**config.mk**
```make
export PLATFORM = sky130hd
export DESIGN_NAME = dit_scan
export DESIGN_NICKNAME = d
export VERILOG_FILES = /design/src/design/dit_pkg.sv /design/src/design/dit_scan.sv
export SDC_FILE = /design/constraint.sdc
export NUM_CORES = 1
export LEC_CHECK = 0
export BUFFER_PORTS_ARGS = -buffer_cell sky130_fd_sc_hd__buf_2
export CAP_MARGIN = 20
export CELL_PAD_IN_SITES_DETAIL_PLACEMENT = 0
export CELL_PAD_IN_SITES_GLOBAL_PLACEMENT = 1
export CORE_MARGIN = 2
export CORE_UTILIZATION = 31
export DETAILED_ROUTE_END_ITERATION = 6
export PLACE_DENSITY_LB_ADDON = 0.1
export SYNTH_ARGS = -nofsm -noshare
export SYNTH_HDL_FRONTEND = slang
export SYNTH_SLANG_ARGS = --single-unit
```
**constraint.sdc**
```tcl
create_clock -name vclk -period 1.3
set_input_delay 0 -clock vclk [all_inputs]
set_output_delay 0 -clock vclk [all_outputs]
set_load 0.03 [all_outputs]
```
**src/design/dit_pkg.sv**
```systemverilog
// Package for the disjoint interval tracker: widths, op codes, sequencer states
// and the result type of the word scan unit. No dependencies.
package dit_pkg;

  localparam int VALUE_RANGE = 1024;
  localparam int VAL_W       = 10;
  localparam int WORD_W      = 32;
  localparam int IDX_W       = $clog2(WORD_W);
  localparam int NUM_WORDS   = VALUE_RANGE / WORD_W;
  localparam int WADDR_W     = $clog2(NUM_WORDS);

  localparam logic [WADDR_W-1:0] LAST_WORD = WADDR_W'(NUM_WORDS - 1);

  localparam logic OP_ADD   = 1'b0;
  localparam logic OP_QUERY = 1'b1;

  typedef enum logic [2:0] {
    ST_IDLE,
    ST_ADD_RD,
    ST_ADD_WR,
    ST_PREV_RD,
    ST_PREV_EV,
    ST_Q_RD,
    ST_Q_EV,
    ST_DONE
  } state_t;

  typedef struct packed {
    logic             hit;
    logic [IDX_W-1:0] idx;
  } scan_res_t;

endpackage

```
**src/design/dit_scan.sv**
```systemverilog
// Shared word scan unit: lowest set bit of a bitmap word at or above a bit index.
// Depends on dit_pkg.
module dit_scan
  import dit_pkg::*;
(
  input  logic [WORD_W-1:0] vec,
  input  logic [IDX_W-1:0]  lo,
  output scan_res_t         res
);

  logic [WORD_W-1:0] masked;
  logic [WORD_W-1:0] lowest;
  logic [IDX_W-1:0]  idx;

  always_comb begin
    for (int i = 0; i < WORD_W; i++) begin
      masked[i] = vec[i] && (IDX_W'(i) >= lo);
    end
    lowest = masked & (~masked + WORD_W'(1));
    idx    = '0;
    for (int i = 0; i < WORD_W; i++) begin
      if (lowest[i]) begin
        idx = idx | IDX_W'(i);
      end
    end
    res.hit = |masked;
    res.idx = idx;
  end

endmodule

```
==> results of run 1 <==
==> worst max-delay path: stages <==
cell	delay [ps]
buf_6	100
or2_4	230
a222oi_1	320
buf_4	190
nand4_1	200
nor3_2	260
a32oi_1	120
o211ai_1	130
buf_4	200
==> cells by family after synthesis <==
group / after synthesis / share of synthesized area
AO/OA/AOI/OAI: 84 / 0.5407
buffers and inverters: 15 / 0.07790
AND/OR/NAND/NOR: 71 / 0.3814
==> worst max-delay path by stage <==
stage | start | to | slack (ps)
CTS | vec[20] | res[3] | -460
global route | vec[20] | res[3] | -570
detailed placement | lo[1] | res[1] | -680
floorplan | lo[1] | res[3] | -440
finish | vec[20] | res[3] | -460
global placement | lo[1] | res[0] | -640
==> cell usage after synthesis (3+ instances only) <==
cell	instances	area, um^2
nand3b_1	3	22.52
buf_2	4	20.02
o221ai_1	4	35.03
or2_2	3	18.77
o211a_1	3	30.03
a32oi_1	3	26.28
inv_1	4	15.01
o211ai_1	10	75.07
nand3_1	11	55.05
o21ai_0	21	105.1
nor2b_1	4	25.02
and3_1	3	18.77
nand4_1	5	31.28
a31oi_1	4	25.02
nor2_1	10	37.54
o31ai_1	3	22.52
clkbuf_1	3	11.26
nand2_1	13	48.80
a21oi_1	11	55.05
==> through the flow <==
| stage | utilization | total power [uW] | instance area, um^2 | hold slack [ps] | setup TNS (ps) |
|---|---|---|---|---|---|
| after floorplan | - | 363.6 | 1112 | 244.3 | -1533 |
| after global placement | 0.5276 | 668.0 | 1760 | 357.5 | -3688 |
| after detailed placement | 0.5276 | 676.8 | 1760 | 362.7 | -3892 |
| after CTS | 0.5666 | 739.8 | 1891 | 327.4 | -2410 |
| after global routing | 0.6085 | 867.3 | 2031 | 384.8 | -3173 |
| final | 0.6085 | 806.0 | 2031 | 350.0 | -2439 |
==> routing by layer <==
layer  part of all wire  vias up  global-route usage  routed length, um
met5                  0        -                   0                  0
met3              0.063        8             0.01982                309
met1               0.42      839              0.3125               2060
met4              0.015        0             0.05556                 74
met2               0.50       64              0.4322               2461
li1                   -      889                   -                  -
==> where the power goes <==
group / internal, uW / switching [uW] / leakage [uW]
clock: 0 / 0 / 0
sequential: 0 / 0 / 0
combinational: 390 / 416 / 0.000901
total: 390 / 416 / 0.000901
==> cell type report <==
type	count	area [um^2]	area share
Inverter	4	15.01	0.007394
Multi-Input combinational cell	155	1129	0.5558
Tap cell	46	57.56	0.02834
Timing Repair Buffer	109	829.5	0.4085
==> what timing repair did <==
| action | CTS | global route |
|---|---|---|
| gates resized for setup | 33 | 23 |
| hold buffers | 0 | 0 |
| pin swaps | 10 | 13 |
| endpoints found under the setup margin | 6 | 6 |
| buffers inserted | 2 | 5 |
| gates cloned | 0 | 0 |
==> qor.yml, run 1 <==
logic_synthesis:
  ys_warn_count: 0
  synth_cells: 170
  yosysSeqAreaShare: 0
  syn-num-nets: 207
  syn-cell-area_mm2: 0.001076
  synth_cell_type_count: 51
  postSynthAreaPerCell_um2: 6.330
drt:
  drc: 0
  wirelength_mm: 4.905
  drt_first_pass_iters: 5
  routed_via_density: 5.732
  antenna_left: 0
  wire_per_inst_um: 15.62
  via_count: 1800
  first_iter_violations: 131
timing:
  finalCriticalPeriod_ps: 1756
  finalSetupViolCount: 6
  slew_violations: 0
  final-hold-violation-count: 0
  fin_ws_ps: -456.0
  rsz0062_at_grt: "yes"
  relSlewSlack: 0.7531
  period_share: 1.351
  tightest_slew_ps: 370.4
  fmax_mhz: 569.5
die:
  pin_count: 43
  num_rows: 21
  initial_utilization: 0.3225
  core_area_mm2: 0.003337
  die-height_um: 62.92
  die_x_um: 62.92
  die_area_mm2: 0.003958
global_routing:
  grtUsageTotal: 0.2422
  grt_pass1_vias: 1767
  grt_pass1_wl_mm: 8.100
  gr-total-overflow: 0
  grt_max_degree: 14
  antenna_found_initial: 0
place:
  gp_congestion: 0.8593
  dpl_worst_slack_ps: -683.0
  io_buffers: 43
  hpwl_mm: 3.972
  place_inst: 307
final_layout:
  finalNetCount: 307
  final_common_cell: "buf_4"
  drive_gt1_frac: 0.5075
  layout_common_cells: "64 x buf_4, 30 x buf_2, 15 x o21ai_0"
  areaGrowthSynthToFinish_pct: 88.72
  fillCellCount: 325
  seq_area_um2: 0
  nClkBuffers: 0
  final_cells: 314
  seq_cells: 0
  antenna_cells: 0
hold_path:
  hold_end: "res[5]"
  holdCritStartpoint: "vec[31]"
  worstHoldPathCells: 4
  hp-class: "primary input to output pin"
critical_path:
  worstPathArrival_ps: 1760
  worst-path-max-fanout: 4
  critical_path.endpoint_type: "output pin"
  path_class: "primary input to output pin"
  required_ps: 1300
  cp-start-kind: "primary input"
pwr:
  peakVddDrop_v: 0.0001591
  leakage_uw: 0.0009010
  powerDensity_mw_per_mm2: 396.9
outcome:
  violations: "setup timing"
  outcome: "complete, but fails checks"
run:
  maxCapViolCount: 0
No activity file was read; power rests on OpenSTA's default activity.
==> run 2, diff against run 1 <==
- clock period: 1.3 -> 1.4 ns (I/O delays scaled with it)
==> run 2 against run 1 <==
  * The flow still finishes with violations (setup timing)
  * First-iteration DRC count shrank 3.1%
  * Hold slack improved by 2.6 ps
  * Utilization grew 5.9 points
  * Sequential share of layout area unchanged
  * Cell area is 9.7% higher
  * Cell count increased by 3.5%
  * Combinational power up 0.6%
  * Die area unchanged
==> qor.yml, run 2 (synthesized netlist as in run 1, its figures left out) <==
outcome:
  outcome: "complete, but fails checks"
  violations: "setup timing"
pwr:
  leakage_uw: 0.0009909  # +10%
  peakVddDrop_v: 0.0001346  # -15%
  p_total_uw: 811.3  # +0.67%
  powerDensity_mw_per_mm2: 364.1  # -8.3%
hold_path:
  hp-class: "primary input to output pin"
final_layout:
  nClkBuffers: 0  # unchanged
  fillCellCount: 303  # -6.8%
  finalNetCount: 318  # +3.6%
  seq_cells: 0  # unchanged
  multi_input_area_mm2: 0.001184  # +4.9%
  layout_common_cells: "67 x buf_4, 30 x buf_2, 15 x buf_6"
  final_common_cell: "buf_4"
  antenna_cells: 0  # unchanged
  drive_gt1_frac: 0.5627  # +0.05526
  final_cells: 325  # +3.5%
  areaGrowthSynthToFinish_pct: 107.1
  seq_area_um2: 0  # unchanged
timing:
  slew_violations: 0  # unchanged
  relSlewSlack: 0.7211  # -0.03196
  final-hold-violation-count: 0  # unchanged
  finalSetupViolCount: 6  # unchanged
  period_share: 1.219
  fmax_mhz: 586.2
  tightest_slew_ps: 417.5  # +47.13 ps
  whs_ps: 352.5  # +2.568 ps
  finalCriticalPeriod_ps: 1706
  fin_ws_ps: -306.0  # +150.0 ps
  rsz0062_at_grt: "yes"
run:
  maxCapViolCount: 0  # unchanged
clock_network:
  hold_buffers: 0  # unchanged
critical_path:
  critPathMaxStageDelay_ps: 260  # -60 ps
  cp-start-kind: "primary input"
  worstPathArrival_ps: 1710  # -50 ps
  critical_path.endpoint_type: "output pin"
  path_class: "primary input to output pin"
  worst_path_most_repeated_cell: "buf_4"
  required_ps: 1400  # +100 ps
  slowest_stage: "o21ai_1"
  crit_chain: "buf_12 > buf_6 > o21ai_4 > buf_4 > buf_4 > o21ai_1 > o211ai_1 > a21oi_4 > a211oi_2 > o211ai_1 > buf_4"
  worst-path-max-fanout: 5  # +1
  worst_path_dominant_cell_family: "compound AO/OA/AOI/OAI gates"
  path_buf_inv: 5  # +2
global_routing:
  grt_pass1_vias: 1840  # +4.1%
  gr-total-overflow: 0  # unchanged
  grtUsageTotal: 0.2434  # +0.001216
  antenna_found_initial: 0  # unchanged
  grt_max_degree: 14  # unchanged
  grt_pass1_wl_mm: 8.079  # -0.26%
place:
  gp_congestion: 0.8871  # +3.2%
  hpwl_mm: 3.834  # -3.5%
  io_buffers: 43  # unchanged
  place_inst: 308  # +0.33%
drt:
  wire_per_inst_um: 16.28  # +4.2%
  first_iter_violations: 127  # -3.1%
  drc: 0  # unchanged
  drt_first_pass_iters: 4  # -1
  antenna_left: 0  # unchanged
  routed_via_density: 5.911  # +3.1%
  via_count: 1921  # +6.7%
  wirelength_mm: 5.291  # +7.9%
die:
  die_area_mm2: 0.003958  # unchanged
  num_rows: 21  # unchanged
  initial_utilization: 0.3225  # unchanged
  die_x_um: 62.92  # unchanged
  pin_count: 43  # unchanged
  core_area_mm2: 0.003337  # unchanged
  die-height_um: 62.92  # unchanged
[run 2: through the flow]
stage	instance area, um^2	util	TNS [ps]	setup WS [ps]
6_report	2228	0.6678	-1429	-306.0
5_1_grt	2228	0.6678	-2062	-396.3
4_1_cts	2001	0.5996	-1272	-260.9
3_5_place_dp	1755	0.5261	-3322	-571.2
3_3_place_gp	1755	0.5261	-3191	-560.4
2_1_floorplan	1112	-	-933.3	-344.1
[run 2: cell type report]
| cell class | instances | area share |
|---|---|---|
| well taps | 46 | 0.02583 |
| repair buffers | 120 | 0.4363 |
| inverters | 4 | 0.006738 |
| multi-input cells | 155 | 0.5312 |
[run 2: per-layer routing]
metal  track usage  vias up  routed length, um
met5             0        -                  0
met4       0.06667        0                201
met3       0.02703       22                293
met2        0.4282       77               2568
met1        0.3107      902               2227
li1              -      920                  -
[run 2: repair_timing]
| item | 4_1_cts | 5_1_grt |
|---|---|---|
| gates resized for setup | 55 | 25 |
| pin swaps | 20 | 16 |
| cloned | 0 | 2 |
| endpoints found under the setup margin | 6 | 6 |
| setup buffers | 4 | 11 |
[run 2: where the power goes]
group / total [uW] / switching [uW] / internal [uW]
sequential: 0 / 0 / 0
clock: 0 / 0 / 0
combinational: 811 / 410 / 402
total: 811 / 410 / 402
[run 2: path summary, 6_finish.rpt]
kind / from / end / slack, ps / cells after the start
hold / removal: vec[31] / res[5] / 350 / 4
setup / recovery: lo[0] / res[3] / -310 / 11
==> run 3, diff against run 2 <==
- REMOVE_ABC_BUFFERS: default -> 1
==> run 3 against run 2 <==
  * The flow still finishes with violations (setup timing)
  * Die area unchanged
  * Hold slack worse by 22 ps
  * Flip-flop and latch count unchanged
  * Critical endpoint is now res[2]
  * Largest cell class unchanged
==> qor.yml, run 3 (synthesized netlist as in run 1, its figures left out) <==
drt:
  via_count: 2049  # +6.7%
  drt_first_pass_iters: 4  # unchanged
  wirelength_mm: 6.178  # +17%
  first_iter_violations: 163  # +28%
  wire_per_inst_um: 18.17  # +12%
  drc: 0  # unchanged
  antenna_left: 0  # unchanged
  routed_via_density: 6.026  # +2.0%
critical_path:
  crit_end: "res[2]"
  cp-start-kind: "primary input"
  critical_path.endpoint_type: "output pin"
  worstPathArrival_ps: 1690  # -20 ps
  required_ps: 1400  # about the same
  worst-path-max-fanout: 4  # -1
  critPathLaunch: "vec[20]"
  path_class: "primary input to output pin"
timing:
  fmax_mhz: 590.7  # +0.77%
  finalSetupViolCount: 6  # unchanged
  slew_violations: 0  # unchanged
  final.setup.tns_ps: -1485  # -55.35 ps
  finalCriticalPeriod_ps: 1693  # -13.09 ps
  whs_ps: 330.7  # -21.85 ps
  fin_ws_ps: -292.9  # +13.09 ps
  relSlewSlack: 0.7409  # +0.01976
  final-hold-violation-count: 0  # unchanged
  tightest_slew_ps: 387.0  # -30.53 ps
  period_share: 1.209  # -0.009349
  rsz0062_at_grt: "yes"
final_layout:
  finish.utilization: 0.7319  # +0.06412
  antenna_cells: 0  # unchanged
  layout_common_cells: "79 x buf_4, 29 x buf_2, 15 x buf_6"
  nClkBuffers: 0  # unchanged
  fillCellCount: 262  # -14%
  seq_area_um2: 0  # unchanged
  areaGrowthSynthToFinish_pct: 127.0
  drive_gt1_frac: 0.5986  # +0.03592
  final_common_cell: "buf_4"
  seq_cells: 0  # unchanged
  finalNetCount: 333  # +4.7%
place:
  io_buffers: 43  # unchanged
  gp_congestion: 0.8812  # -0.67%
  hpwl_mm: 4.052  # +5.7%
pwr:
  powerDensity_mw_per_mm2: 374.9  # +3.0%
  peakVddDrop_v: 0.0001378  # +2.4%
  leakage_uw: 0.001085  # +9.5%
die:
  pin_count: 43  # unchanged
  core_area_mm2: 0.003337  # unchanged
  initial_utilization: 0.3225  # unchanged
  num_rows: 21  # unchanged
  die_x_um: 62.92  # unchanged
  die-height_um: 62.92  # unchanged
  die_area_mm2: 0.003958  # unchanged
global_routing:
  grt_max_degree: 13  # -1
  gr-total-overflow: 0  # unchanged
  grt_pass1_vias: 2005  # +9.0%
  grtUsageTotal: 0.2895  # +0.04603
  antenna_found_initial: 0  # unchanged
  grt_pass1_wl_mm: 9.335  # +16%
hold_path:
  hp-class: "primary input to output pin"
outcome:
  outcome: "complete, but fails checks"
  violations: "setup timing"
run:
  maxCapViolCount: 0  # unchanged
## run 3: cell types whose count changed in the layout (fill, tap and decap cells not counted), moves of 3 or more
cell,previous run,this run
buf_12,2,6
buf_4,67,79
o21ai_0,14,11
o21ai_2,3,6
## run 3: layer usage
metal | vias to the layer above | share of wire | track usage
li1 | 945 | - | -
met2 | 92 | 0.51 | 0.5226
met4 | 0 | 0.035 | 0.1222
met1 | 994 | 0.39 | 0.3394
met5 | - | 0 | 0
met3 | 18 | 0.065 | 0.03604
## run 3: area by class of cell
type | count | area (um^2) | share of cell area
multi-input combinational | 155 | 1197 | 0.4903
timing repair buffer | 135 | 1170 | 0.4790
tap | 46 | 57.56 | 0.02357
inverter | 4 | 17.52 | 0.007172
## run 3: per-stage QoR
stage	area [um^2]	setup WS, ps	power (uW)	std cells
detailed placement	1795	-545.4	639.0	315
global placement	1795	-548.4	628.3	315
global route	2442	-387.8	963.0	340
CTS	2338	-183.0	859.9	334
finish	2442	-292.9	915.6	340
floorplan	1007	-382.8	285.0	159
## run 3: timing repair
item,in CTS,in global routing
resized for setup,89,12
pin swaps,24,9
hold buffers,0,0
endpoints found under the setup margin,6,6
buffers inserted,16,6
gates cloned,3,1
## run 3: worst max-delay path, stage by stage
cell      delay [ps]
buf_6            100
or2_4            230
a222oi_1         240
buf_4            190
nand4_1          210
nor3_2           290
buf_4            160
o31ai_2           60
nand3_1           90
buf_6            140
## run 3: worst min path at each step
| stage | from | endpoint | slack, ps | cells past startpoint |
|---|---|---|---|---|
| after floorplan | vec[31] | res[5] | 240 | 2 |
| after detailed placement | vec[31] | res[5] | 360 | 4 |
| after global placement | vec[31] | res[5] | 360 | 4 |
| final | vec[31] | res[5] | 330 | 4 |
| after global routing | vec[31] | res[5] | 370 | 4 |
| after CTS | vec[31] | res[5] | 330 | 4 |
## run 3: report_power, final
group          switching, uW  internal (uW)  leakage (uW)
combinational            446            470       0.00109
sequential                 0              0             0
clock                      0              0             0
